## src/hdl/fdar_pkg.sv

```systemverilog
`timescale 1ns / 1ps
// Shared widths, register codes, types and back-end states for the frame DC/RMS block.
package fdar_pkg;

  // Defaults for the top-level parameters
  localparam int MAX_VALID_DEF     = 4096;
  localparam int SAMPLE_BITS_DEF   = 12;
  localparam int CHANNEL_COUNT_DEF = 2;
  localparam int QUEUE_DEPTH_DEF   = 2;

  // Field and accumulator widths
  localparam int N_W       = 13;
  localparam int POS_W     = 14;
  localparam int SUM_W     = 24;
  localparam int SQ_W      = 36;
  localparam int OUT_W     = 20;
  localparam int DISC_W    = 10;
  localparam int SCALE_W   = 24;
  localparam int CFG_IDX_W = 2;

  // Back-end arithmetic widths
  localparam int SQ_HALF_W  = SQ_W / 2;
  localparam int PROD_A_W   = N_W + SQ_W;
  localparam int PROD_B_W   = 2 * SUM_W;
  localparam int DIVISOR_W  = 2 * N_W;
  localparam int FRAC_W     = 16;
  localparam int DIVIDEND_W = PROD_A_W + FRAC_W;
  localparam int ROOT_W     = 32;
  localparam int X_W        = 2 * ROOT_W;
  localparam int MV_SHIFT   = 20;

  localparam logic [OUT_W-1:0] OUT_MAX = '1;

  // Register reset values
  localparam logic [DISC_W-1:0]  DISCARD_RST = 10'd0;
  localparam logic [N_W-1:0]     VALID_RST   = 13'd1024;
  localparam logic [SCALE_W-1:0] SCALE_RST   = 24'd40010;

  // Configuration register indexes
  typedef enum logic [CFG_IDX_W-1:0] {
    CFG_DISCARD = 2'd0,
    CFG_VALID   = 2'd1,
    CFG_SCALE   = 2'd2
  } cfg_reg_t;

  // One completed frame handed from front to back
  typedef struct packed {
    logic             chan;
    logic [N_W-1:0]   n;
    logic [SUM_W-1:0] sum;
    logic [SQ_W-1:0]  sq;
  } job_t;

  // Queue status seen by both ends
  typedef struct packed {
    logic empty;
    logic full;
    logic almost_full;
  } qstat_t;

  // Divider status
  typedef struct packed {
    logic busy;
    logic done;
  } div_stat_t;

  // Back-end sequencer states
  typedef enum logic [3:0] {
    BK_IDLE,
    BK_MUL_LO,
    BK_MUL_HI,
    BK_VAR,
    BK_DC_DIV,
    BK_RMS_DIV,
    BK_SQRT,
    BK_SCALE,
    BK_EMIT
  } bk_state_t;

endpackage

```

## src/hdl/fdar_queue.sv

```systemverilog
`timescale 1ns / 1ps
// Short frame queue between the front and back ends.
module fdar_queue #(
  parameter int DEPTH = fdar_pkg::QUEUE_DEPTH_DEF
) (
  input  logic             clk,
  input  logic             rst_n,
  input  logic             push,
  input  fdar_pkg::job_t   push_data,
  input  logic             pop,
  output fdar_pkg::job_t   head,
  output fdar_pkg::qstat_t stat
);

  localparam int PTR_W = (DEPTH > 1) ? $clog2(DEPTH) : 1;
  localparam int CNT_W = $clog2(DEPTH + 1);

  fdar_pkg::job_t   slot_r [DEPTH];
  logic [PTR_W-1:0] wr_ptr_r;
  logic [PTR_W-1:0] rd_ptr_r;
  logic [CNT_W-1:0] count_r;
  logic [PTR_W-1:0] wr_ptr_nxt;
  logic [PTR_W-1:0] rd_ptr_nxt;
  logic [CNT_W-1:0] count_nxt;

  // Pointer wrap and occupancy
  always_comb begin
    wr_ptr_nxt = wr_ptr_r;
    rd_ptr_nxt = rd_ptr_r;
    if (push) begin
      wr_ptr_nxt = (wr_ptr_r == PTR_W'(DEPTH - 1)) ? '0 : wr_ptr_r + PTR_W'(1);
    end
    if (pop) begin
      rd_ptr_nxt = (rd_ptr_r == PTR_W'(DEPTH - 1)) ? '0 : rd_ptr_r + PTR_W'(1);
    end
    count_nxt = count_r + CNT_W'(push) - CNT_W'(pop);
  end

  always_ff @(posedge clk) begin
    if (!rst_n) begin
      wr_ptr_r <= '0;
      rd_ptr_r <= '0;
      count_r  <= '0;
    end else begin
      wr_ptr_r <= wr_ptr_nxt;
      rd_ptr_r <= rd_ptr_nxt;
      count_r  <= count_nxt;
    end
  end

  always_ff @(posedge clk) begin
    if (push) begin
      slot_r[wr_ptr_r] <= push_data;
    end
  end

  assign head             = slot_r[rd_ptr_r];
  assign stat.empty       = (count_r == '0);
  assign stat.full        = (count_r == CNT_W'(DEPTH));
  assign stat.almost_full = (count_r >= CNT_W'(DEPTH - 1));

  // A frame is never pushed into a full queue or taken from an empty one
  a_no_overflow: assert property (@(posedge clk) disable iff (!rst_n)
    push |-> !stat.full) else $error("frame queue overflow");
  a_no_underflow: assert property (@(posedge clk) disable iff (!rst_n)
    pop |-> !stat.empty) else $error("frame queue underflow");

endmodule

```

## config.mk

```make
export PLATFORM = sky130hd
export DESIGN_NAME = fdar_queue
export DESIGN_NICKNAME = d
export VERILOG_FILES = /design/src/hdl/fdar_pkg.sv /design/src/hdl/fdar_queue.sv
export SDC_FILE = /design/constraint.sdc
export NUM_CORES = 1
export LEC_CHECK = 0
export BUFFER_PORTS_ARGS = -buffer_cell sky130_fd_sc_hd__buf_2
export CORE_ASPECT_RATIO = 1.75
export CORE_MARGIN = 3
export CORE_UTILIZATION = 56
export DETAILED_ROUTE_END_ITERATION = 8
export GPL_TIMING_DRIVEN = 1
export PLACE_DENSITY = 0.86
export SYNTH_ARGS = -nofsm -noshare
export SYNTH_HDL_FRONTEND = slang
export SYNTH_SLANG_ARGS = --single-unit
```

## constraint.sdc

```tcl
create_clock -name clk -period 13.2 [get_ports clk]
set_clock_uncertainty 0.1 [all_clocks]
set_input_delay 2.64 -clock clk [delete_from_list [all_inputs] [get_ports clk]]
set_output_delay 2.64 -clock clk [all_outputs]
set_load 0.01 [all_outputs]
```

Word level (Yosys, flattened, before mapping)
Memories as Yosys holds them, arrays and structs flattened. A register that Yosys moved wholly into a read port is not among the register bits.
Index checks and enable logic that the tools add are counted.
{"block": "totals", "memories": 1, "out_inout_bits": 77, "mem_bits_rw": 148, "regBits": 4, "elab_cells": 17}
{"name": "slot_r", "depth": 2, "word_bits": 74, "rd": 1, "rd_clocked_by_memory_dff": 1, "wr": 1, "line": "fdar_queue.sv:18", "text": "fdar_pkg::job_t slot_r [DEPTH];"}
{"block": "classes", "add_sub_neg": 4, "magnitude_cmp": 1, "reduce_logical": 1, "eq_ne": 1, "muxes": 6}
{"op": "1-bit two-way mux", "n": 6}
{"op": "1-bit adder, second input constant", "n": 2}
{"op": "2-bit by 1-bit adder with 2-bit output", "n": 1}
{"op": "2-bit equality test, second input constant", "n": 1}
{"op": "2-bit by 1-bit greater-or-equal comparator with 1-bit output, second input constant", "n": 1}
{"op": "2-bit zero test", "n": 1}
{"op": "2-bit by 1-bit subtractor with 2-bit output", "n": 1}

Depth between registers and ports, before layout
{"block": "logic_depth", "depth_word": 4, "mapped_depth": 6, "ltp_nobuf": 6}

Least setup slack after synthesis
OpenSTA, ideal clock, no wires.
{"block": "synth_timing", "path_type": "input port to flip-flop", "from": "input port push", "to": "memory slot_r[0][0] in the netlist's numbering, enable pin", "setup_time_ps": 516, "setup_slack_ps": 6671, "n_path_buf": 0, "stages": 1, "t_arrival_ps": 5913, "cell_sequence": "nor2b_1"}
{"block": "synth_between", "elab_chain_len": 2}
{"item": "start, declared", "line": "fdar_queue.sv:8", "text": "input logic push,"}
{"item": "1-bit two-way mux", "line": "fdar_queue.sv:52", "text": "if (push) begin"}
{"item": "1-bit two-way mux (not written as such)", "line": "fdar_queue.sv:53", "text": "slot_r[wr_ptr_r] <= push_data;"}
{"item": "end, declared", "line": "fdar_queue.sv:18"}
Every way passes these cells.

==> flow_summary.json <==
{
  "postSynthCellCount": 252,
  "synth_flop_cell": "edfxtp_1",
  "seq_power_share_pct": 50.2,
  "dr_total_vias": 2851,
  "syn_area_um2": 5820,
  "ys_ff_latch": 153,
  "wl_met2_mm": 5.69,
  "ys_seq_area_share_pct": 78.1,
  "areaGrowthSynthToFinish_pct": 24.7,
  "tns_ns": 0,
  "antenna_found_initial": 0,
  "routedWlPerCell_um": 17.8,
  "ios": 155,
  "status": "finished, final reports clean",
  "numCtsBuffers": 17,
  "grt_usage_pct": 17.4,
  "synthMuxAreaShare_pct": 18.2,
  "clkPwrFrac_pct": 39.2,
  "root_buffer": "clkbuf_16",
  "post_cts_resized": 0,
  "coreArea_um2": 9970,
  "ys_types": 14,
  "clockBufferDepth": 2,
  "synth-compound-area-share_pct": 0.129,
  "crit_type": "reg2out",
  "swShare_pct": 21.2,
  "arrival_ns": 2.43,
  "setup_viol": 0,
  "die_area_um2": 11700,
  "synth_top_family_by_area": "multiplexers",
  "hold_violations": 0,
  "place_congestion": 0.716,
  "syn_area_per_cell_um2": 23.1,
  "tightest_slew_ns": 1.01,
  "yosys_warnings": 0,
  "wl_met1_mm": 3.44,
  "htree_levels": 4,
  "nNetsFinal": 499,
  "ant_nets": 0,
  "slew_violations": 0,
  "p_int_uw": 903,
  "hold_path_class": "reg2reg",
  "drt-pass1-iter-count": 4,
  "viasPerCell": 5.12,
  "drt-total-wl_mm": 9.93,
  "die_w_um": 83.0,
  "hold_ws_ns": 0.496,
  "dr_wl_met3_um": 533,
  "drc_errors": 0,
  "end_kind": "output port",
  "async_reset_ff_share_pct": 0,
  "first_global_vias": 3165,
  "floorplan.initialDensity_pct": 58.3,
  "synth_nets": 332,
  "synth_edf_count": 148,
  "port_buffers": 154,
  "cp_cell_sequence": "buf_4 > mux2_2 > buf_2",
  "netlist_top_cells_area": "edfxtp_1, mux2_4, mux2_2, dfxtp_1, buf_6",
  "period_needed_ns": 5.17,
  "path_clk_slew_ns": 0.06,
  "power_density_nw_per_um2": 158,
  "fmax_ghz": 0.193,
  "switching_power_uw": 243,
  "rsz0062_at_grt": "false",
  "cap_violations": 0,
  "dp_hpwl_mm": 6.63,
  "relSlewSlack_pct": 32.9,
  "drt-initial-drc-count": 143,
  "rows": 48,
  "critical_path_peak_fanout": 38,
  "ctsHoldBuffers": 0,
  "grt_max_degree": 76,
  "cp_slowest_cell": "dfxtp_4",
  "cpPeakStageDelay_ns": 0.79,
  "power.leakage_uw": 0.00290,
  "post_cts_buffers": 0,
  "worstSkewPairLatency_ns": 0.40,
  "cp.required_ns": 10.46,
  "antenna-diode-count": 0,
  "report.power.total_uw": 1150,
  "die_h_um": 141,
  "final_layout_size_suffix_gt1_share_pct": 60.6,
  "synthXorXnorAreaFrac_pct": 0.538,
  "synth.most_common_cell": "edfxtp_1",
  "comb_power_share_pct": 10.6,
  "synth-simple-area-share_pct": 0.925,
  "crit_path_start_kind": "register",
  "synthAdderAreaFrac_pct": 0.430,
  "maxUsedRoutingLayer": "met4",
  "post-synth-top-area-cell": "edfxtp_1",
  "vdd_drop_max_mv": 0.105,
  "yosys.area.top_type_share_pct": 76.4,
  "cts_tree": "built",
  "finalCritPeriodShare_pct": 39.2,
  "grt_pass1_wl_mm": 15.6,
  "cts_sinks": 153,
  "synthTopCellsByCount": "edfxtp_1, mux2_4, mux2_2",
  "grt_remaining_overflow": 0
}
-- power by group through the flow --
stage | clock, µW | sequential, µW | combinational [µW]
2_1_floorplan | 0 | 579 | 82.9
3_3_place_gp | 0 | 584 | 119
3_5_place_dp | 0 | 586 | 123
4_1_cts | 457 | 576 | 123
5_1_grt | 475 | 579 | 130
6_report | 450 | 576 | 121
-- through the flow --
stage	util, %	instance area (µm²)	cells	setup WS [ns]
after floorplan	-	5820	252	6.67
after global placement	67.1	6690	525	8.50
after detailed placement	67.1	6690	525	8.44
after CTS	72.7	7250	557	8.01
after global routing	72.7	7250	557	7.91
final	72.7	7250	557	8.03
-- layer usage --
layer  GRT usage (%)  vias to the layer above
met4            8.61                        0
met3            5.56                       22
met5               0                        -
met1            17.4                     1390
met2            31.9                      109
li1                -                     1330
-- sequential cells by signal (all words and copies together) (netlist names), named ones only --
name      flops
count_r       2
rd_ptr_r      1
slot_r      148
wr_ptr_r      1
-- final cells by class --
cell class,instances,area (µm²)
fill,642,2720
inverter,3,11.3
sequential,153,4550
timing repair buffer,156,786
multi-input combinational,88,1190
tap,125,156
clock inverter,14,133
clock buffer,18,429
-- cell families after synthesis --
logic type / Yosys count
AO/OA/AOI/OAI: 1
XOR/XNOR: 2
adder cells (fa/ha/maj): 2
buffers and inverters: 11
flip-flops: 153
multiplexers: 74
AND/OR/NAND/NOR: 9
-- critical path: cells and delay by family (launching register included) --
kind                   cells  cell delay, ns
multiplexers               1            0.41
buffers and inverters      2            0.78
flip-flops                 1            0.79
-- layout by cell type, fill, tap and decap left out, types with 2 or more instances in the layout --
| master | n |
|---|---|
| clkinv_4 | 2 |
| mux2_4 | 60 |
| and2_1 | 3 |
| clkinv_1 | 2 |
| inv_1 | 3 |
| dfxtp_1 | 4 |
| clkinvlp_4 | 3 |
| nor2b_1 | 3 |
| bufinv_16 | 2 |
| buf_2 | 154 |
| edfxtp_1 | 148 |
| mux2_2 | 14 |
| ha_1 | 2 |
| buf_4 | 2 |
| clkbuf_16 | 17 |
| clkinv_2 | 5 |
-- final timing paths --
kind	cells past startpoint	to	startpoint	slack [ns]
worst min-delay path	2	register	rd_ptr_r$_SDFFE_PN0P_	0.50
worst max register to register	1	slot_r[1][13]$_DFFE_PP_	wr_ptr_r$_SDFFE_PN0P_	11.45
worst min register to register	2	register	rd_ptr_r$_SDFFE_PN0P_	0.50
worst max-delay path	3	head[62]	register	8.03
(Power assumes the default switching activity.)
