==> src/hdl/fdar_pkg.sv <==
`timescale 1ns / 1ps
// Shared widths, register codes, types and back-end states for the frame DC/RMS block.
package fdar_pkg;

  // Defaults for the top-level parameters
  localparam int MAX_VALID_DEF     = 4096;
  localparam int SAMPLE_BITS_DEF   = 12;
  localparam int CHANNEL_COUNT_DEF = 2;
  localparam int QUEUE_DEPTH_DEF   = 2;

  // Field and accumulator widths
  localparam int N_W       = 13;
  localparam int POS_W     = 14;
  localparam int SUM_W     = 24;
  localparam int SQ_W      = 36;
  localparam int OUT_W     = 20;
  localparam int DISC_W    = 10;
  localparam int SCALE_W   = 24;
  localparam int CFG_IDX_W = 2;

  // Back-end arithmetic widths
  localparam int SQ_HALF_W  = SQ_W / 2;
  localparam int PROD_A_W   = N_W + SQ_W;
  localparam int PROD_B_W   = 2 * SUM_W;
  localparam int DIVISOR_W  = 2 * N_W;
  localparam int FRAC_W     = 16;
  localparam int DIVIDEND_W = PROD_A_W + FRAC_W;
  localparam int ROOT_W     = 32;
  localparam int X_W        = 2 * ROOT_W;
  localparam int MV_SHIFT   = 20;

  localparam logic [OUT_W-1:0] OUT_MAX = '1;

  // Register reset values
  localparam logic [DISC_W-1:0]  DISCARD_RST = 10'd0;
  localparam logic [N_W-1:0]     VALID_RST   = 13'd1024;
  localparam logic [SCALE_W-1:0] SCALE_RST   = 24'd40010;

  // Configuration register indexes
  typedef enum logic [CFG_IDX_W-1:0] {
    CFG_DISCARD = 2'd0,
    CFG_VALID   = 2'd1,
    CFG_SCALE   = 2'd2
  } cfg_reg_t;

  // One completed frame handed from front to back
  typedef struct packed {
    logic             chan;
    logic [N_W-1:0]   n;
    logic [SUM_W-1:0] sum;
    logic [SQ_W-1:0]  sq;
  } job_t;

  // Queue status seen by both ends
  typedef struct packed {
    logic empty;
    logic full;
    logic almost_full;
  } qstat_t;

  // Divider status
  typedef struct packed {
    logic busy;
    logic done;
  } div_stat_t;

  // Back-end sequencer states
  typedef enum logic [3:0] {
    BK_IDLE,
    BK_MUL_LO,
    BK_MUL_HI,
    BK_VAR,
    BK_DC_DIV,
    BK_RMS_DIV,
    BK_SQRT,
    BK_SCALE,
    BK_EMIT
  } bk_state_t;

endpackage

==> src/hdl/fdar_front.sv <==
`timescale 1ns / 1ps
// Front end: takes samples, keeps per-channel position and sums, hands off full frames.
module fdar_front #(
  parameter int MAX_VALID_SAMPLES = fdar_pkg::MAX_VALID_DEF,
  parameter int SAMPLE_BITS       = fdar_pkg::SAMPLE_BITS_DEF,
  parameter int CHANNEL_COUNT     = fdar_pkg::CHANNEL_COUNT_DEF
) (
  input  logic                        clk,
  input  logic                        rst_n,
  input  logic                        start,
  input  logic                        in_chan,
  input  logic [SAMPLE_BITS-1:0]      in_sample,
  input  logic [fdar_pkg::DISC_W-1:0] discard_count,
  input  logic [fdar_pkg::N_W-1:0]    valid_count,
  input  fdar_pkg::qstat_t            qstat,
  output logic                        busy,
  output logic                        push,
  output fdar_pkg::job_t              job
);

  localparam int N_W   = fdar_pkg::N_W;
  localparam int POS_W = fdar_pkg::POS_W;
  localparam int SUM_W = fdar_pkg::SUM_W;
  localparam int SQ_W  = fdar_pkg::SQ_W;
  localparam int SQR_W = 2 * SAMPLE_BITS;
  localparam int CH_W  = (CHANNEL_COUNT > 1) ? $clog2(CHANNEL_COUNT) : 1;

  logic                   accept;
  logic                   chan_ok;

  // stage 1: sample and its square
  logic                   s1_valid_r;
  logic [CH_W-1:0]        s1_chan_r;
  logic [SAMPLE_BITS-1:0] s1_sample_r;
  logic [SQR_W-1:0]       s1_sq_r;

  // per-channel frame state
  logic [POS_W-1:0]       pos_r [CHANNEL_COUNT];
  logic [SUM_W-1:0]       sum_r [CHANNEL_COUNT];
  logic [SQ_W-1:0]        sq_r  [CHANNEL_COUNT];

  logic [N_W-1:0]         n_eff;
  logic [POS_W-1:0]       pos;
  logic                   take;
  logic [POS_W:0]         fill;
  logic                   complete;
  logic [SUM_W-1:0]       sum_acc;
  logic [SQ_W-1:0]        sq_acc;
  logic [POS_W-1:0]       pos_nxt;
  logic [SUM_W-1:0]       sum_nxt;
  logic [SQ_W-1:0]        sq_nxt;

  // Hold off while the queue cannot take the item already in flight
  assign busy    = qstat.full | (qstat.almost_full & s1_valid_r);
  assign accept  = start & ~busy;
  assign chan_ok = (32'(in_chan) < CHANNEL_COUNT);

  // Stage 1 registers
  always_ff @(posedge clk) begin
    if (!rst_n) begin
      s1_valid_r <= 1'b0;
    end else begin
      s1_valid_r <= accept & chan_ok;
    end
  end

  always_ff @(posedge clk) begin
    if (accept) begin
      s1_chan_r   <= CH_W'(in_chan);
      s1_sample_r <= in_sample;
      s1_sq_r     <= in_sample * in_sample;
    end
  end

  // Effective frame length: zero counts as one, clamp at the maximum
  always_comb begin
    if (valid_count == '0) begin
      n_eff = N_W'(1);
    end else if (32'(valid_count) > MAX_VALID_SAMPLES) begin
      n_eff = N_W'(MAX_VALID_SAMPLES);
    end else begin
      n_eff = valid_count;
    end
  end

  // Stage 2: skip, accumulate or close the frame
  always_comb begin
    pos      = pos_r[s1_chan_r];
    take     = (pos >= POS_W'(discard_count));
    fill     = (POS_W+1)'(pos) - (POS_W+1)'(discard_count) + (POS_W+1)'(1);
    complete = take && (fill >= (POS_W+1)'(n_eff));
    sum_acc  = sum_r[s1_chan_r] + SUM_W'(s1_sample_r);
    sq_acc   = sq_r[s1_chan_r] + SQ_W'(s1_sq_r);
    pos_nxt  = pos + POS_W'(1);
    sum_nxt  = sum_r[s1_chan_r];
    sq_nxt   = sq_r[s1_chan_r];
    if (take) begin
      sum_nxt = sum_acc;
      sq_nxt  = sq_acc;
    end
    if (complete) begin
      pos_nxt = '0;
      sum_nxt = '0;
      sq_nxt  = '0;
    end
  end

  always_ff @(posedge clk) begin
    if (!rst_n) begin
      for (int i = 0; i < CHANNEL_COUNT; i++) begin
        pos_r[i] <= '0;
        sum_r[i] <= '0;
        sq_r[i]  <= '0;
      end
    end else if (s1_valid_r) begin
      pos_r[s1_chan_r] <= pos_nxt;
      sum_r[s1_chan_r] <= sum_nxt;
      sq_r[s1_chan_r]  <= sq_nxt;
    end
  end

  // Completed frame goes to the queue
  assign push = s1_valid_r & complete;

  always_comb begin
    job.chan = s1_chan_r[0];
    job.n    = n_eff;
    job.sum  = sum_acc;
    job.sq   = sq_acc;
  end

endmodule

==> config.mk <==
export PLATFORM = sky130hd
export DESIGN_NAME = fdar_front
export DESIGN_NICKNAME = d
export VERILOG_FILES = /design/src/hdl/fdar_pkg.sv /design/src/hdl/fdar_front.sv
export SDC_FILE = /design/constraint.sdc
export NUM_CORES = 1
export LEC_CHECK = 0
export ABC_AREA = 1
export CAP_MARGIN = 20
export CORE_UTILIZATION = 47
export CTS_BUF_LIST = sky130_fd_sc_hd__clkbuf_16
export CTS_CLUSTER_SIZE = 24
export DETAILED_ROUTE_END_ITERATION = 12
export DONT_BUFFER_PORTS = 1
export PLACE_DENSITY = 0.67
export SYNTH_ARGS = -nofsm -noshare
export SYNTH_HDL_FRONTEND = slang
export SYNTH_SLANG_ARGS = --single-unit
==> constraint.sdc <==
create_clock -name clk -period 7.2 [get_ports clk]
set_clock_uncertainty 0.15 [all_clocks]
set_input_delay 2.16 -clock clk [delete_from_list [all_inputs] [get_ports clk]]
set_output_delay 2.16 -clock clk [all_outputs]
set_load 0.01 [all_outputs]
Yosys cells after proc, flatten, opt, wreduce, memory -nomap -nowiden. Memory sizes are Yosys's and may differ from the RTL's. A register that Yosys moved wholly into a read port is not among the register bits. Index checks and enable logic that the tools add are counted.

Register bits: 38. Bits in writable memories: 148. Output and inout bits: 76. Word-level logic and storage cells: 49. Memories: 3.

Memories: sq_r (depth 2, bits a word 36, read ports 1, clocked after memory_dff 1, wr ports 2, RTL line fdar_front.sv:40) `logic [SQ_W-1:0] sq_r [CHANNEL_COUNT];`; sum_r (depth 2, bits a word 24, read ports 1, clocked after memory_dff 1, wr ports 2, RTL line fdar_front.sv:39) `logic [SUM_W-1:0] sum_r [CHANNEL_COUNT];`; pos_r (depth 2, bits a word 14, read ports 1, clocked after memory_dff 1, wr ports 2, RTL line fdar_front.sv:38) `logic [POS_W-1:0] pos_r [CHANNEL_COUNT];`.

Add/sub/neg operators: 5. Multiply operators: 1. Magnitude comparators: 3. Mux-type cells: 23. Bitwise operators: 5. Reductions and logical operators: 5.

Operators by type and width (count): $mux W36 (3); $mux W24 (3); $add A36 B24 Y36 (1); $reduce_or A36 Y1 (1); $mux W14 (2); $mux W13 (2); $add A24 B12 Y24 (1); $mul A12 B12 Y24 (1); $reduce_or A24 Y1 (1); $add A15 B1 Y15 const B (1); $ge A15 B13 Y1 (1); $sub A14 B10 Y15 (1); $add A14 B1 Y14 const B (1); $ge A14 B10 Y1 (1); $reduce_or A14 Y1 (1); $gt A13 B13 Y1 const B (1); $logic_not A13 Y1 (1); $mux W1 (13); $and A1 B1 Y1 (3); $logic_and A1 B1 Y1 (1); $not A1 Y1 (1); $or A1 B1 Y1 (1).

Longest topological paths before layout.
Depth in word-level cells: 7. Depth in mapped cells: 28.

Least setup slack after synthesis. OpenSTA, ideal clock, no wires.

Kind: input -> output. From: input discard_count[2] (netlist bit). To: output push. Data arrival time: 5.229 ns. Required time: 4.890 ns. Slack: -0.339 ns. Stages on the path: 19. Buffers on the path: 2. Cells stage by stage: inv_1 -> ha_1 -> fa_1 -> or2_1 -> nand3b_1 -> nand2_1 -> a21boi_0 -> o21ai_0 -> a21oi_1 -> xor2_1 -> ha_1 -> nand2_1 -> nor4b_1 -> nand2_1 -> nand3_1 -> nand2_1 -> buf_4 -> buf_4 -> nor2_1.

Word-level cells in the longest chain between the ends: 5. Elaborated cells on any way between the ends: 6.

RTL lines: from (decl) (RTL line fdar_front.sv:13) `input logic [fdar_pkg::DISC_W-1:0] discard_count,`; $sub A14 B10 Y15 (RTL line fdar_front.sv:90) `fill = (POS_W+1)'(pos) - (POS_W+1)'(discard_count) + (POS_W+1)'(1);`; $add A15 B1 Y15 (RTL line fdar_front.sv:90); $ge A15 B13 Y1 (RTL line fdar_front.sv:91) `complete = take && (fill >= (POS_W+1)'(n_eff));`; $logic_and A1 B1 Y1 (*) (RTL line fdar_front.sv:91); $and A1 B1 Y1 (*) (RTL line fdar_front.sv:123) `assign push = s1_valid_r & complete;`; to (decl) (RTL line fdar_front.sv:17) `output logic push,`.

Every way passes the cells marked *; elsewhere a longest branch is shown, timed or not.

Worst setup path in the final report.
From: input discard_count[4] (netlist bit). To: output push.

The elaborated chain is that of the path after synthesis.

==> results by group <==
Critical path
  – RR Endpoint: pos_r[1][10]
  – Type of element capturing the critical path: output pin
  – Critical path data arrival time: 4.82 ns
  – Crit Path Category: primary input to output pin
  – Buf+Inv Stages, Crit Path: 3
  – Slowest stage delay, CP: 0.60 ns
  – CP top delay family: simple AND/OR/NAND/NOR gates
  – Reg2reg setup slack: 1.90 ns
  – Worst path cell trace: inv_8 -> ha_4 -> fa_2 -> buf_6 -> nand2_1 -> nor3_4 -> a21oi_2 -> buf_4 -> xor2_1 -> ha_1 -> nand2_2 -> nor3_2 -> nand3b_1 -> nand3_1 -> nor2_1 -> nand3_1 -> nand2_2 -> nor2_4
  – Crit-path slowest cell: fa_2
  – CP required: 4.89 ns
  – Critical Path Fanout Max: 3
  – Startpoint Class: primary input
  – Worst reg-to-reg path cell count: 25

Floorplanning
  – Die height: 194 um
  – Die width: 194 um
  – FP Rows: 70
  – Initial Util: 47.6%
  – Core box area: 36,500 um2
  – # IOs: 118
  – DIE AREA: 37,700 um2

Global route
  – GRT Max-Usage Layer: met2
  – Met2 Use GR: 40.5%
  – Vias in the first global route: 14,200
  – GRT Total Usage: 23.6%
  – Pin count of the biggest net entering global routing: 76
  – Met3 Use GR: 3.25%
  – Met1 Use GR: 30.9%
  – Global-route wire length before repair: 71.0 mm
  – Initial antenna violation count: 0
  – Overflow after GRT: 0

Clock tree
  – H-tree Lvls: 4
  – Number of buffers created by CTS: 17
  – Reg clk slew, reported paths: 0.07 ns
  – # clock sinks: 185
  – CTS tree: done
  – CTS Buffer Depth: 2
  – Worst skew pair latency: 0.45 ns
  – Root buf cell: clkbuf_16

Final layout
  – Diodes inserted: 0
  – Layout cells sized above 1: 6.26%
  – Area grow syn2layout: 6.79%
  – Commonest non-fill, non-tap cell in the layout: nand2_1
  – Post-route insts no fill: 2,767
  – Commonest cells after routing, fill and taps aside: nand2_1 (714), inv_1 (382), nor2_1 (243)
  – Net count, final: 2,553

Placement
  – Detail Placement HPWL: 32.1 mm
  – IO Port Bufs: 0
  – Final Wtd Congestion: 0.920
  – Placed Cells: 2,730
  – Post-Place Worst Slack: -0.00662 ns

Timing
  – Min Tclk post-route: 7.13 ns
  – Slew Viols, Final: 0
  – Fin. Hold Viols: 0
  – Final setup viols: 0
  – Setup_tns: 0 ns
  – Worst-Margin Slew: 1.04 ns
  – Achievable frequency: 140 MHz
  – Max_slew headroom: 30.7%
  – Final Worst Setup Slack: 0.0702 ns
  – Final worst-path cycle share: 99.0%

Routing
  – Routed wire length: 43.3 mm
  – 1st-pass router iterations: 5
  – Starting DRC count in detailed routing: 811
  – Number of vias in the routed layout: 14,300
  – Avg WL per Cell: 15.7 um
  – Via density per instance: 5.16
  – Post-route ant nets: 0
  – Remaining DRCs: 0

Hold path
  – Worst hold path depth: 3
  – Worst hold endpoint: s1_valid_r
  – Hold/Removal Path Class: flip-flop to flip-flop
  – Hold Crit Start: s1_valid_r

Logic synthesis
  – Post-Syn Instances: 2,309
  – Synth unique cells: 45
  – Mux cell area share after synthesis: 0.0648%
  – Largest family of logic cells by synthesized area: simple AND/OR/NAND/NOR gates
  – #FFs+latches synth: 185
  – Synthesized area: 17,400 um2
  – Xor/xnor share of the synthesized area: 3.16%
  – Sequential area share after synthesis: 31.9%
  – Adder-Cell Fraction of Synth Area: 20.0%
  – Compound-Gate Fraction of Synth Area: 5.55%
  – Synth Net Count: 2,576
  – Avg Cell Area, Syn: 7.52 um2
  – Post-Synth Simple-Gate Area: 28.8%
  – Synth warn: 0

Power and ir drop
  – Lkg Pwr: 9.22 nW
  – Total chip power: 0.00526 W
  – Worst vdd ir: 0.000208 V
  – Pwr Density: 284 nW/um2

Run
  – Max-cap viol count: 0

Outcome
  – Status: complete, no violations
how the worst max path moves through the flow:
stage	from	endpoint	slack, ns	cells past startpoint
floorplan	discard_count[2]	push	-0.07	19
finish	discard_count[4]	push	0.07	18
CTS	discard_count[4]	push	0.002	17
detailed placement	discard_count[4]	push	-0.007	17
global placement	discard_count[1]	push	0.03	20
global route	discard_count[6]	push	-0.03	18
power by group:
part | internal, W | switching [W]
Combinational | 0.00102 | 0.00189
Clock | 0.000463 | 0.000470
Sequential | 0.00136 | 0.0000490
Total | 0.00285 | 0.00241
cells by family (layout without fill, tap and decap cells):
family | count (synthesis) | in the layout
compound gates | 176 | 176
buf+inv | 459 | 449
simple gates | 1202 | 1202
mux | 1 | 1
xor+xnor | 61 | 61
fa+ha+maj | 225 | 225
flops | 185 | 185
stage by stage:
step | hold slack (ns) | cell area [um2] | util, %
after global placement | 0.502 | 17800 | 48.9
after floorplan | 0.396 | 17400 | -
after CTS | 0.546 | 18400 | 50.5
final | 0.537 | 18500 | 50.8
after global routing | 0.590 | 18500 | 50.8
after detailed placement | 0.530 | 17800 | 48.9
worst register-to-register path: cells and delay by family, from the launching register on:
kind                       cells  cell delay (ns)
xor gates and xnor gates       1             0.18
adders and majority gates      3             0.98
AOI/OAI and AO/OA              2             0.36
DFF                            1             0.50
buffers and inverters          4             1.24
and+or+nand+nor               15             1.74
final cells by class:
cell class                      count  area [um2]
Timing Repair Buffer               28         218
Clock buffer                       17         425
Multi-Input combinational cell   1665       10200
Inverter                          389        1480
Clock inverter                     15         151
Tap cell                          468         586
Sequential cell                   185        5540
Fill cell                        3498       18000
routing by layer:
metal,vias to the layer above,routed length [um]
li1,7175,-
met5,-,0
met2,266,20500
met3,53,1800
met1,6788,20200
met4,0,909
Yosys cell counts (all sizes together):
| master | count | area, um2 |
|---|---|---|
| nor3 | 15 | 85.1 |
| a21o | 4 | 30.0 |
| nor4 | 4 | 31.3 |
| nand4 | 22 | 138 |
| a31oi | 2 | 12.5 |
| o211ai | 4 | 30.0 |
| mux2 | 1 | 11.3 |
| o21ai | 81 | 420 |
| a211oi | 1 | 7.51 |
| a21boi | 3 | 22.5 |
| nor4b | 1 | 8.76 |
| dfxtp | 2 | 40.0 |
| nand3b | 8 | 60.1 |
| buf | 30 | 225 |
| nor2 | 253 | 982 |
| xnor2 | 21 | 184 |
| xor2 | 40 | 365 |
| a21oi | 67 | 335 |
| fa | 88 | 1760 |
| and2 | 23 | 144 |
| nand3 | 118 | 611 |
| inv | 389 | 1460 |
| edfxtp | 183 | 5500 |
| nand2 | 737 | 2810 |
| or2 | 21 | 131 |
| ha | 137 | 1710 |
| o21a | 5 | 37.5 |
| clkbuf | 40 | 150 |
| o21bai | 9 | 67.6 |
sequential cells by signal (all words and copies together), names as in the netlist, named ones only:
name / cells
sum_r: 48
s1_valid_r: 1
s1_chan_r: 1
sq_r: 72
s1_sq_r: 22
pos_r: 28
s1_sample_r: 12
what timing repair did:
| action | CTS | global route |
|---|---|---|
| hold buffers | 0 | 0 |
| endpoints found under the setup margin | 1 | 1 |
| resized for setup | 1 | 24 |
| pin swaps | 1 | 28 |
| setup buffers | 0 | 6 |
| cloned | 0 | 0 |
No activity file was read; power rests on OpenSTA's default activity.
