### config.mk
export PLATFORM = sky130hd
export DESIGN_NAME = fdar_back
export DESIGN_NICKNAME = d
export VERILOG_FILES = /design/src/hdl/fdar_pkg.sv /design/src/hdl/fdar_div.sv /design/src/hdl/fdar_back.sv
export SDC_FILE = /design/constraint.sdc
export NUM_CORES = 2
export LEC_CHECK = 0
export BUFFER_PORTS_ARGS = -buffer_cell sky130_fd_sc_hd__buf_2
export CAP_MARGIN = 20
export CORE_MARGIN = 2
export CORE_UTILIZATION = 51
export DETAILED_ROUTE_END_ITERATION = 10
export PLACE_DENSITY = 0.69
export SKIP_LAST_GASP = 1
export SYNTH_ARGS = -nofsm -noshare
export SYNTH_HDL_FRONTEND = slang
export SYNTH_SLANG_ARGS = --single-unit
### constraint.sdc
create_clock -name clk -period 13.3 [get_ports clk]
set_input_delay 2.66 -clock clk [delete_from_list [all_inputs] [get_ports clk]]
set_output_delay 2.66 -clock clk [all_outputs]
set_load 0.02 [all_outputs]
### src/hdl/fdar_pkg.sv
`timescale 1ns / 1ps
// Shared widths, register codes, types and back-end states for the frame DC/RMS block.
package fdar_pkg;

  // Defaults for the top-level parameters
  localparam int MAX_VALID_DEF     = 4096;
  localparam int SAMPLE_BITS_DEF   = 12;
  localparam int CHANNEL_COUNT_DEF = 2;
  localparam int QUEUE_DEPTH_DEF   = 2;

  // Field and accumulator widths
  localparam int N_W       = 13;
  localparam int POS_W     = 14;
  localparam int SUM_W     = 24;
  localparam int SQ_W      = 36;
  localparam int OUT_W     = 20;
  localparam int DISC_W    = 10;
  localparam int SCALE_W   = 24;
  localparam int CFG_IDX_W = 2;

  // Back-end arithmetic widths
  localparam int SQ_HALF_W  = SQ_W / 2;
  localparam int PROD_A_W   = N_W + SQ_W;
  localparam int PROD_B_W   = 2 * SUM_W;
  localparam int DIVISOR_W  = 2 * N_W;
  localparam int FRAC_W     = 16;
  localparam int DIVIDEND_W = PROD_A_W + FRAC_W;
  localparam int ROOT_W     = 32;
  localparam int X_W        = 2 * ROOT_W;
  localparam int MV_SHIFT   = 20;

  localparam logic [OUT_W-1:0] OUT_MAX = '1;

  // Register reset values
  localparam logic [DISC_W-1:0]  DISCARD_RST = 10'd0;
  localparam logic [N_W-1:0]     VALID_RST   = 13'd1024;
  localparam logic [SCALE_W-1:0] SCALE_RST   = 24'd40010;

  // Configuration register indexes
  typedef enum logic [CFG_IDX_W-1:0] {
    CFG_DISCARD = 2'd0,
    CFG_VALID   = 2'd1,
    CFG_SCALE   = 2'd2
  } cfg_reg_t;

  // One completed frame handed from front to back
  typedef struct packed {
    logic             chan;
    logic [N_W-1:0]   n;
    logic [SUM_W-1:0] sum;
    logic [SQ_W-1:0]  sq;
  } job_t;

  // Queue status seen by both ends
  typedef struct packed {
    logic empty;
    logic full;
    logic almost_full;
  } qstat_t;

  // Divider status
  typedef struct packed {
    logic busy;
    logic done;
  } div_stat_t;

  // Back-end sequencer states
  typedef enum logic [3:0] {
    BK_IDLE,
    BK_MUL_LO,
    BK_MUL_HI,
    BK_VAR,
    BK_DC_DIV,
    BK_RMS_DIV,
    BK_SQRT,
    BK_SCALE,
    BK_EMIT
  } bk_state_t;

endpackage

### src/hdl/fdar_div.sv
`timescale 1ns / 1ps
// Restoring divider, one quotient bit per cycle.
module fdar_div (
  input  logic                            clk,
  input  logic                            rst_n,
  input  logic                            start,
  input  logic [fdar_pkg::DIVIDEND_W-1:0] dividend,
  input  logic [fdar_pkg::DIVISOR_W-1:0]  divisor,
  output fdar_pkg::div_stat_t             stat,
  output logic [fdar_pkg::DIVIDEND_W-1:0] quotient
);

  localparam int DD_W  = fdar_pkg::DIVIDEND_W;
  localparam int DV_W  = fdar_pkg::DIVISOR_W;
  localparam int CNT_W = $clog2(DD_W + 1);

  logic [DD_W-1:0]  quo_r;
  logic [DV_W-1:0]  rem_r;
  logic [DV_W-1:0]  dvs_r;
  logic [CNT_W-1:0] cnt_r;
  logic             done_r;

  logic [DV_W:0]    trial;
  logic [DV_W:0]    diff;
  logic             ge;
  logic [DV_W-1:0]  rem_nxt;
  logic [DD_W-1:0]  quo_nxt;

  // One shift-subtract step
  always_comb begin
    trial   = {rem_r, quo_r[DD_W-1]};
    diff    = trial - {1'b0, dvs_r};
    ge      = (trial >= {1'b0, dvs_r});
    rem_nxt = ge ? DV_W'(diff) : DV_W'(trial);
    quo_nxt = {quo_r[DD_W-2:0], ge};
  end

  // Step counter and done pulse
  always_ff @(posedge clk) begin
    if (!rst_n) begin
      cnt_r  <= '0;
      done_r <= 1'b0;
    end else if (start) begin
      cnt_r  <= CNT_W'(DD_W);
      done_r <= 1'b0;
    end else if (cnt_r != '0) begin
      cnt_r  <= cnt_r - CNT_W'(1);
      done_r <= (cnt_r == CNT_W'(1));
    end else begin
      done_r <= 1'b0;
    end
  end

  always_ff @(posedge clk) begin
    if (start) begin
      quo_r <= dividend;
      rem_r <= '0;
      dvs_r <= divisor;
    end else if (cnt_r != '0) begin
      quo_r <= quo_nxt;
      rem_r <= rem_nxt;
    end
  end

  assign stat.busy = (cnt_r != '0);
  assign stat.done = done_r;
  assign quotient  = quo_r;

endmodule

### src/hdl/fdar_back.sv
`timescale 1ns / 1ps
// Back end: per-frame mean, variance, square root and millivolt scaling.
module fdar_back (
  input  logic                         clk,
  input  logic                         rst_n,
  input  fdar_pkg::qstat_t             qstat,
  input  fdar_pkg::job_t               head,
  input  logic [fdar_pkg::SCALE_W-1:0] mv_scale,
  output logic                         pop,
  output logic                         out_valid,
  output logic                         out_chan,
  output logic [fdar_pkg::N_W-1:0]     out_sample_count,
  output logic [fdar_pkg::OUT_W-1:0]   out_dc_code_q8,
  output logic [fdar_pkg::OUT_W-1:0]   out_rms_code_q8,
  output logic [fdar_pkg::OUT_W-1:0]   out_rms_mv_q4
);

  localparam int N_W     = fdar_pkg::N_W;
  localparam int SUM_W   = fdar_pkg::SUM_W;
  localparam int HALF_W  = fdar_pkg::SQ_HALF_W;
  localparam int PA_W    = fdar_pkg::PROD_A_W;
  localparam int PB_W    = fdar_pkg::PROD_B_W;
  localparam int DV_W    = fdar_pkg::DIVISOR_W;
  localparam int DD_W    = fdar_pkg::DIVIDEND_W;
  localparam int FRAC_W  = fdar_pkg::FRAC_W;
  localparam int ROOT_W  = fdar_pkg::ROOT_W;
  localparam int X_W     = fdar_pkg::X_W;
  localparam int OUT_W   = fdar_pkg::OUT_W;
  localparam int SCALE_W = fdar_pkg::SCALE_W;
  localparam int SHIFT   = fdar_pkg::MV_SHIFT;
  localparam int MV_W    = OUT_W + SCALE_W;
  localparam int PP_W    = N_W + HALF_W;
  localparam int REM_W   = ROOT_W + 3;
  localparam int SC_W    = $clog2(ROOT_W);
  localparam int DCN_W   = SUM_W + 8;

  fdar_pkg::bk_state_t state_r;
  fdar_pkg::bk_state_t state_nxt;

  fdar_pkg::job_t      job_r;
  logic [PA_W-1:0]     a_r;
  logic [PB_W-1:0]     b_r;
  logic [DV_W-1:0]     d_r;
  logic [PA_W-1:0]     var_r;
  logic [OUT_W-1:0]    dc_r;
  logic [X_W-1:0]      x_r;
  logic [ROOT_W-1:0]   root_r;
  logic [REM_W-1:0]    rem_r;
  logic [SC_W-1:0]     sq_cnt_r;
  logic [OUT_W-1:0]    r8_r;
  logic [OUT_W-1:0]    mv_r;

  logic [PP_W-1:0]     prod_lo;
  logic [PP_W-1:0]     prod_hi;
  logic [PB_W-1:0]     prod_b;
  logic [DV_W-1:0]     prod_d;
  logic [DCN_W-1:0]    dc_num;
  logic [REM_W-1:0]    rem_sh;
  logic [REM_W-1:0]    sq_trial;
  logic                sq_ge;
  logic [OUT_W-1:0]    r8_sat;
  logic [MV_W-1:0]     prod_mv;
  logic [MV_W-SHIFT-1:0] mv_raw;

  logic                div_start;
  logic [DD_W-1:0]     div_dividend;
  logic [DV_W-1:0]     div_divisor;
  fdar_pkg::div_stat_t div_stat;
  logic [DD_W-1:0]     div_quo;

  // Shared divider: mean first, then scaled variance
  fdar_div u_div (
    .clk      (clk),
    .rst_n    (rst_n),
    .start    (div_start),
    .dividend (div_dividend),
    .divisor  (div_divisor),
    .stat     (div_stat),
    .quotient (div_quo)
  );

  // Next state
  always_comb begin
    state_nxt = state_r;
    case (state_r)
      fdar_pkg::BK_IDLE: begin
        if (!qstat.empty) state_nxt = fdar_pkg::BK_MUL_LO;
      end
      fdar_pkg::BK_MUL_LO:  state_nxt = fdar_pkg::BK_MUL_HI;
      fdar_pkg::BK_MUL_HI:  state_nxt = fdar_pkg::BK_VAR;
      fdar_pkg::BK_VAR:     state_nxt = fdar_pkg::BK_DC_DIV;
      fdar_pkg::BK_DC_DIV: begin
        if (div_stat.done) state_nxt = fdar_pkg::BK_RMS_DIV;
      end
      fdar_pkg::BK_RMS_DIV: begin
        if (div_stat.done) state_nxt = fdar_pkg::BK_SQRT;
      end
      fdar_pkg::BK_SQRT: begin
        if (sq_cnt_r == SC_W'(ROOT_W - 1)) state_nxt = fdar_pkg::BK_SCALE;
      end
      fdar_pkg::BK_SCALE:   state_nxt = fdar_pkg::BK_EMIT;
      fdar_pkg::BK_EMIT:    state_nxt = fdar_pkg::BK_IDLE;
      default:              state_nxt = fdar_pkg::BK_IDLE;
    endcase
  end

  always_ff @(posedge clk) begin
    if (!rst_n) begin
      state_r <= fdar_pkg::BK_IDLE;
    end else begin
      state_r <= state_nxt;
    end
  end

  // Control outputs and divider operands
  always_comb begin
    pop          = 1'b0;
    div_start    = 1'b0;
    out_valid    = 1'b0;
    dc_num       = {job_r.sum, 8'd0} + DCN_W'(job_r.n >> 1);
    div_dividend = DD_W'(dc_num);
    div_divisor  = DV_W'(job_r.n);
    case (state_r)
      fdar_pkg::BK_IDLE:   pop = ~qstat.empty;
      fdar_pkg::BK_VAR:    div_start = 1'b1;
      fdar_pkg::BK_DC_DIV: begin
        div_start    = div_stat.done;
        div_dividend = {var_r, FRAC_W'(0)};
        div_divisor  = d_r;
      end
      fdar_pkg::BK_EMIT:   out_valid = 1'b1;
      default: begin
      end
    endcase
  end

  // Products, split where the operand is wide
  always_comb begin
    prod_lo = job_r.n * job_r.sq[HALF_W-1:0];
    prod_hi = job_r.n * job_r.sq[2*HALF_W-1:HALF_W];
    prod_b  = job_r.sum * job_r.sum;
    prod_d  = job_r.n * job_r.n;
  end

  // Square root step: two radicand bits per cycle
  always_comb begin
    rem_sh   = {rem_r[REM_W-3:0], x_r[X_W-1 -: 2]};
    sq_trial = REM_W'({root_r, 2'b01});
    sq_ge    = (rem_sh >= sq_trial);
  end

  // Saturate root, then scale to millivolts
  always_comb begin
    r8_sat  = (root_r > ROOT_W'(fdar_pkg::OUT_MAX)) ? fdar_pkg::OUT_MAX : OUT_W'(root_r);
    prod_mv = r8_sat * mv_scale;
    mv_raw  = prod_mv[MV_W-1:SHIFT];
  end

  // Datapath registers
  always_ff @(posedge clk) begin
    case (state_r)
      fdar_pkg::BK_IDLE: begin
        if (pop) job_r <= head;
      end
      fdar_pkg::BK_MUL_LO: begin
        a_r <= PA_W'(prod_lo);
        b_r <= prod_b;
        d_r <= prod_d;
      end
      fdar_pkg::BK_MUL_HI: begin
        a_r <= a_r + (PA_W'(prod_hi) << HALF_W);
      end
      fdar_pkg::BK_VAR: begin
        var_r <= (a_r > PA_W'(b_r)) ? a_r - PA_W'(b_r) : '0;
      end
      fdar_pkg::BK_DC_DIV: begin
        if (div_stat.done) begin
          dc_r <= (div_quo > DD_W'(fdar_pkg::OUT_MAX)) ? fdar_pkg::OUT_MAX : OUT_W'(div_quo);
        end
      end
      fdar_pkg::BK_RMS_DIV: begin
        if (div_stat.done) begin
          x_r      <= div_quo[X_W-1:0];
          root_r   <= '0;
          rem_r    <= '0;
          sq_cnt_r <= '0;
        end
      end
      fdar_pkg::BK_SQRT: begin
        x_r      <= {x_r[X_W-3:0], 2'b00};
        rem_r    <= sq_ge ? rem_sh - sq_trial : rem_sh;
        root_r   <= {root_r[ROOT_W-2:0], sq_ge};
        sq_cnt_r <= sq_cnt_r + SC_W'(1);
      end
      fdar_pkg::BK_SCALE: begin
        r8_r <= r8_sat;
        mv_r <= (mv_raw > (MV_W-SHIFT)'(fdar_pkg::OUT_MAX)) ? fdar_pkg::OUT_MAX
                                                            : OUT_W'(mv_raw);
      end
      default: begin
      end
    endcase
  end

  assign out_chan         = job_r.chan;
  assign out_sample_count = job_r.n;
  assign out_dc_code_q8   = dc_r;
  assign out_rms_code_q8  = r8_r;
  assign out_rms_mv_q4    = mv_r;

  // The divider is only restarted once the previous division has finished
  a_div_idle_on_start: assert property (@(posedge clk) disable iff (!rst_n)
    div_start |-> !div_stat.busy) else $error("divider restarted while busy");

endmodule

### Yosys cells after proc, flatten, opt, wreduce, memory -nomap -nowiden

Index checks and enable logic that the tools add are counted.

| storage, ports and cells | value |
|---|---|
| register bits | 569 |
| latch bits | 0 |
| bits in writable memories | 0 |
| ROM bits | 0 |
| input bits | 103 |
| logic and storage cells | 95 |
| memories kept | 0 |

| operators by class | value |
|---|---|
| add/sub/neg operators | 7 |
| multiply operators | 5 |
| divide/modulo/power cells | 0 |
| $lt $le $gt $ge | 6 |
| eq/ne operators | 14 |
| shifts and indexed selects | 0 |
| mux-type cells | 26 |
| bitwise logic cells | 3 |
| reduce and logical (&&, ||, !) cells | 11 |

Operator list:

| operator | count |
|---|---|
| 65-bit two-way mux | 3 |
| 64-bit one-hot mux with 2 select lines | 1 |
| 49-bit one-hot mux with 2 select lines | 1 |
| 33-bit two-way mux | 2 |
| 33-bit one-hot mux with 2 select lines | 1 |
| 65-bit by 20-bit greater-than comparator with 1-bit output, second input constant | 1 |
| 64-bit two-way mux | 1 |
| 32-bit one-hot mux with 2 select lines | 1 |
| 13-bit by 18-bit multiplier with 31-bit output | 2 |
| 49-bit adder | 1 |
| 49-bit by 48-bit greater-than comparator with 1-bit output | 1 |
| 49-bit by 48-bit subtractor with 49-bit output | 1 |
| 24-bit by 24-bit multiplier with 48-bit output | 1 |
| 20-bit by 24-bit multiplier with 44-bit output | 1 |
| 35-bit by 34-bit >= comparator with 1-bit output | 1 |
| 33-bit subtractor | 1 |
| 32-bit by 12-bit adder with 32-bit output | 1 |
| 32-bit by 20-bit greater-than comparator with 1-bit output, second input constant | 1 |
| 32-bit two-way mux | 1 |
| 4-bit one-hot mux with 8 select lines | 1 |
| 27-bit by 26-bit >= comparator with 1-bit output | 1 |
| 13-bit by 13-bit multiplier with 26-bit output | 1 |
| 26-bit two-way mux | 1 |
| 26-bit subtractor | 1 |
| other kinds (27) | 44 |

### Longest topological paths before layout

| depth | value |
|---|---|
| depth in word-level cells | 4 |
| depth in mapped cells | 33 |
| gate-level depth less buffers | 31 |

### By module

A second synthesis with hierarchy kept.

| second synthesis, totals | value |
|---|---|
| cell total of the unflattened synthesis | 8131 |
| area, all modules | 79159.7 um2 |

By module, submodules not included:

| module | times used | cells each | area each (um2) | sequential area each (um2) |
|---|---|---|---|---|
| fdar_back | 1 | 7570 | 72508.3 | 13232.7 |
| fdar_div | 1 | 561 | 6651.4 | 3413.3 |

### Worst setup path after synthesis

No wires, ideal clock.

| timing | value |
|---|---|
| path kind | input -> output |
| from | input qstat[2] in the netlist's numbering |
| to | output pop |
| arrival | 11.002 ns |
| data required time | 10.640 ns |
| setup slack | -0.362 ns |
| stages on the path | 1 |
| buffers on the path | 0 |
| cell sequence | nor4b_1 |

| on the way | value |
|---|---|
| cells in the longest elaborated chain, start to end | 2 |

Ends and longest elaborated chain:

| item | line | source |
|---|---|---|
| start, declared | fdar_back.sv:6 | `input fdar_pkg::qstat_t qstat,` |
| 1-bit NOT | fdar_back.sv:124 | `fdar_pkg::BK_IDLE: pop = ~qstat.empty;` |
| 1-bit two-way mux | fdar_back.sv:123 | `case (state_r)` |
| end, declared | fdar_back.sv:9 | `output logic pop,` |

No other way between the ends.

### Worst setup path after layout

| timing | value |
|---|---|
| from | input mv_scale[9] in the netlist's numbering |
| to | register mv_r[6], in the netlist out_rms_mv_q4[6], data pin |

| on the way | value |
|---|---|
| cells in the longest elaborated chain, start to end | 2 |

Ends and longest elaborated chain:

| item | line | source |
|---|---|---|
| start, declared | fdar_back.sv:8 | `input logic [fdar_pkg::SCALE_W-1:0] mv_scale,` |
| 20-bit by 24-bit multiplier with 44-bit output * | fdar_back.sv:155 | `prod_mv = r8_sat * mv_scale;` |
| 24-bit by 20-bit greater-than comparator with 1-bit output | fdar_back.sv:197 | `mv_r <= (mv_raw > (MV_W-SHIFT)'(fdar_pkg::OUT_MAX)) ? fdar_pkg::OUT_MAX` |
| end signal, assigned | fdar_back.sv:197 |  |
| end, declared | fdar_back.sv:51 | `logic [OUT_W-1:0] mv_r;` |

Every way passes the cells marked *; elsewhere a longest branch is shown, timed or not.
A chain may end at the register's enable or synchronous reset.

==> run_results.csv <==
group,metric,value,unit
clocking,h-tree-depth,3,
logic_synthesis,ys.flop_type,"edfxtp_1",
floorplan,row_count,144,
final_layout,diodes,0,
sta,min_period,9.868,ns
clocking,cts_tree,"built",
setup_path,critical_path_class,"in -> reg",
detailed_routing,final_antenna_net_count,0,
clocking,clock_sinks,567,
floorplan,initial_core_util,51.41,%
sta,setup_viol,0,
sta,report.final.slew_viol_count,0,
final_layout,fin_cells,10342,
setup_path,rr_startpoint,"root_r[20]$_SDFFCE_PN0P_",
setup_path,critPathLaunch,"mv_scale[9]",
setup_path,worstPathRequired,13.71,ns
setup_path,critPathBufInv,8,
clocking,cts-hold-fix-buffers,0,
detailed_routing,dr_total_vias,56523,
status,status,"finished clean",
sta,whs,0.4810,ns
detailed_routing,drc_errors,0,
run,maxCapViolations,0,
clocking,clk_latency,0.69,ns
clocking,clkTransAtPathRegs,0.06,ns
setup_path,cp_slowest_stage_delay,0.55,ns
logic_synthesis,ys_seq_area_share,21.02,%
final_layout,drive_above_1_share,5.278,%
setup_path,cp_common_cell,"fa_1",
detailed_routing,dr.pass1.iters,5,
logic_synthesis,ys_seq_elements,567,
logic_synthesis,synth.distinct_cells,86,
global_routing,antenna_found_initial,7,
final_layout,nets,10308,
logic_synthesis,yosys.area.top_type_share,31.95,%
min_path,hp-start,"u_div.rem_r[1]$_SDFFE_PP0N_",
place,portBuffers,176,
detailed_routing,wirelength,193200,um
sta,post-route-period-util,74.20,%
logic_synthesis,syn_inst,8264,
logic_synthesis,syn_area_per_cell,9.582,um^2
min_path,hold-path-cell-count,2,
place,dp_cells,10211,
final_layout,fillerInstances,13648,
setup_path,critical_path.top_delay_family,"adder cells",
sta,clock_skew,0.04431,ns
logic_synthesis,synth.net_count,10331,
setup_path,critical_path_depth,27,
setup_path,worstPathArrival,10.27,ns
setup_path,setup.worst_path.end,"out_rms_mv_q4[6]$_SDFFCE_PN1P_",
clocking,cts_buffer_depth,3,
clocking,cts_resized,0,
final_layout,area_growth,6.326,%
logic_synthesis,netlist_area,0.07919,mm^2
global_routing,overflow,0,
global_routing,first_global_vias,59941,
clocking,cts_post_setup_buffers_inserted,0,
sta,max_slew.worst_pin.slew,1.107,ns
setup_path,crit_path_top_delay_cell,"a2111oi_4",
floorplan,fp.dieH,398.0,um
clocking,root_buffer,"clkbuf_16",
logic_synthesis,synthArstFlopShare,0,%
logic_synthesis,synth_edf_count,529,
global_routing,grt_max_degree,95,
global_routing,grt_first_pass_wirelength,315100,um
floorplan,core,0.1540,mm^2
logic_synthesis,synth_top_area_cell,"fa_1",
detailed_routing,wl_per_cell,18.68,um
sta,fmax,101.3,MHz
setup_path,critPathCaptureType,"register",
sta,hold_viol,0,
setup_path,r2r_cells,30,
sta,tns,0,ns
detailed_routing,via_per_inst,5.465,
min_path,hold_path.class,"reg -> reg",
place,dp_hpwl,146700,um
global_routing,groute.usage.overall,25.07,%
floorplan,dieWidth,398.0,um
floorplan,die_area,0.1584,mm^2
detailed_routing,drt_iter0_drc,3374,
clocking,numCtsBuffers,71,
setup_path,cp-start-kind,"input pin",
setup_path,worstPathMaxFanout,20,
logic_synthesis,yosysWarnings,0,
floorplan,io_pins,179,
logic_synthesis,ys_top_cells_by_area,"fa_1 (32%), edfxtp_1 (20%), ha_1 (11%), inv_1 (7.4%), nand2_1 (5.2%)",
setup_path,r2r-end,"out_rms_mv_q4[6]$_SDFFCE_PN1P_",
final_layout,seq_area,0.01665,mm^2
setup_path,reg2reg_slack,4.40,ns
final_layout,multi_input_area,0.05529,mm^2
sta,max_slew_margin,26.17,%
sta,rsz0062_at_grt,"false",
place,finalWeightedCongestion,0.9187,
## synth_stat cells (48+ instances only)
cell      count
nand4_1      51
xor2_1       95
o21a_1       50
mux2i_1      48
nand2b_1     58
nor2b_1      56
fa_1       1264
nand2_1    1105
xnor2_1     189
edfxtp_1    529
ha_1        700
a21oi_1     300
nor2_1      344
a21o_1      133
o21ai_0     185
and2_1      630
nand3_1      94
inv_1      1565
nor3_1       59
clkbuf_1    324
## cells in the final DEF, fill, tap and decap left out, types with 94 or more instances in the layout
cell / Yosys / layout
inv_1: 1565 / 1564
fa_1: 1264 / 1264
nand2_1: 1105 / 1104
ha_1: 700 / 700
and2_1: 630 / 630
edfxtp_1: 529 / 529
nor2_1: 344 / 343
a21oi_1: 300 / 300
xnor2_1: 189 / 189
o21ai_0: 185 / 185
buf_2: 11 / 176
a21o_1: 133 / 133
xor2_1: 95 / 95
nand3_1: 94 / 94
## worst register-to-register path: cells and delay by family (launching register included)
| kind | cells | cell delay [ns] |
|---|---|---|
| simple gates | 3 | 0.74 |
| flops | 1 | 0.43 |
| compound gates | 10 | 2.51 |
| fa+ha+maj | 8 | 3.77 |
| buf+inv | 9 | 1.20 |
## cell families (layout without fill, tap and decap cells)
kind of cell | after synthesis | in the layout | share of synthesized area, %
DFF | 567 | 567 | 21.02
and+or+nand+nor | 2534 | 2534 | 15.35
muxes | 58 | 58 | 0.7489
buffers and inverters | 1935 | 1969 | 9.286
adders and majority gates | 1964 | 1964 | 43.01
xor gates and xnor gates | 285 | 285 | 3.170
AOI/OAI and AO/OA | 921 | 921 | 7.415
## layout make-up
| cell class | count | area share, % |
|---|---|---|
| clock buffer | 85 | 2.198 |
| timing repair buffer | 268 | 1.875 |
| inverter | 1571 | 7.004 |
| multi-input combinational | 5762 | 65.67 |
| sequential | 567 | 19.77 |
| clock inverter | 45 | 0.4458 |
| tap | 2044 | 3.037 |
## how the worst min path moves through the flow
stage,to
5_1_grt,x_r[49]$_DFFE_PP_
2_1_floorplan,u_div.rem_r[1]$_SDFFE_PP0N_
3_5_place_dp,u_div.rem_r[1]$_SDFFE_PP0N_
4_1_cts,u_div.rem_r[1]$_SDFFE_PP0N_
6_report,u_div.rem_r[1]$_SDFFE_PP0N_
3_3_place_gp,u_div.rem_r[1]$_SDFFE_PP0N_
## metrics by stage
step           instance area (um^2)  worst slack, ns  util (%)
4_1_cts                       84180            3.524     54.65
6_report                      84200            3.432     54.66
3_5_place_dp                  81960            2.800     53.20
2_1_floorplan                 79190            2.580         -
5_1_grt                       84200            3.105     54.66
3_3_place_gp                  81960            2.847     53.20
## state kept, by name, indices dropped and copies added, names as in the netlist
name	cells
var_r	49
u_div.quotient	65
x_r	64
job_r	60
state_r	4
u_div.rem_r	26
out_sample_count	13
d_r	25
out_chan	1
out_dc_code_q8	20
out_rms_mv_q4	20
rem_r	33
root_r	32
sq_cnt_r	5
u_div.done_r	1
u_div.dvs_r	26
out_rms_code_q8	20
a_r	49
b_r	47
u_div.cnt_r	7
## layer usage
metal  wire length (um)  share of wire [%]  GRT usage [%]
met1              76890                 40          31.14
met2              98390                 51          44.77
met4               6427                3.3          8.293
met5                 28              0.014              0
met3              11460                5.9          3.490
Power is not shown: default switching activity piles up to over one toggle a cycle in this logic, so the estimate is an artifact.
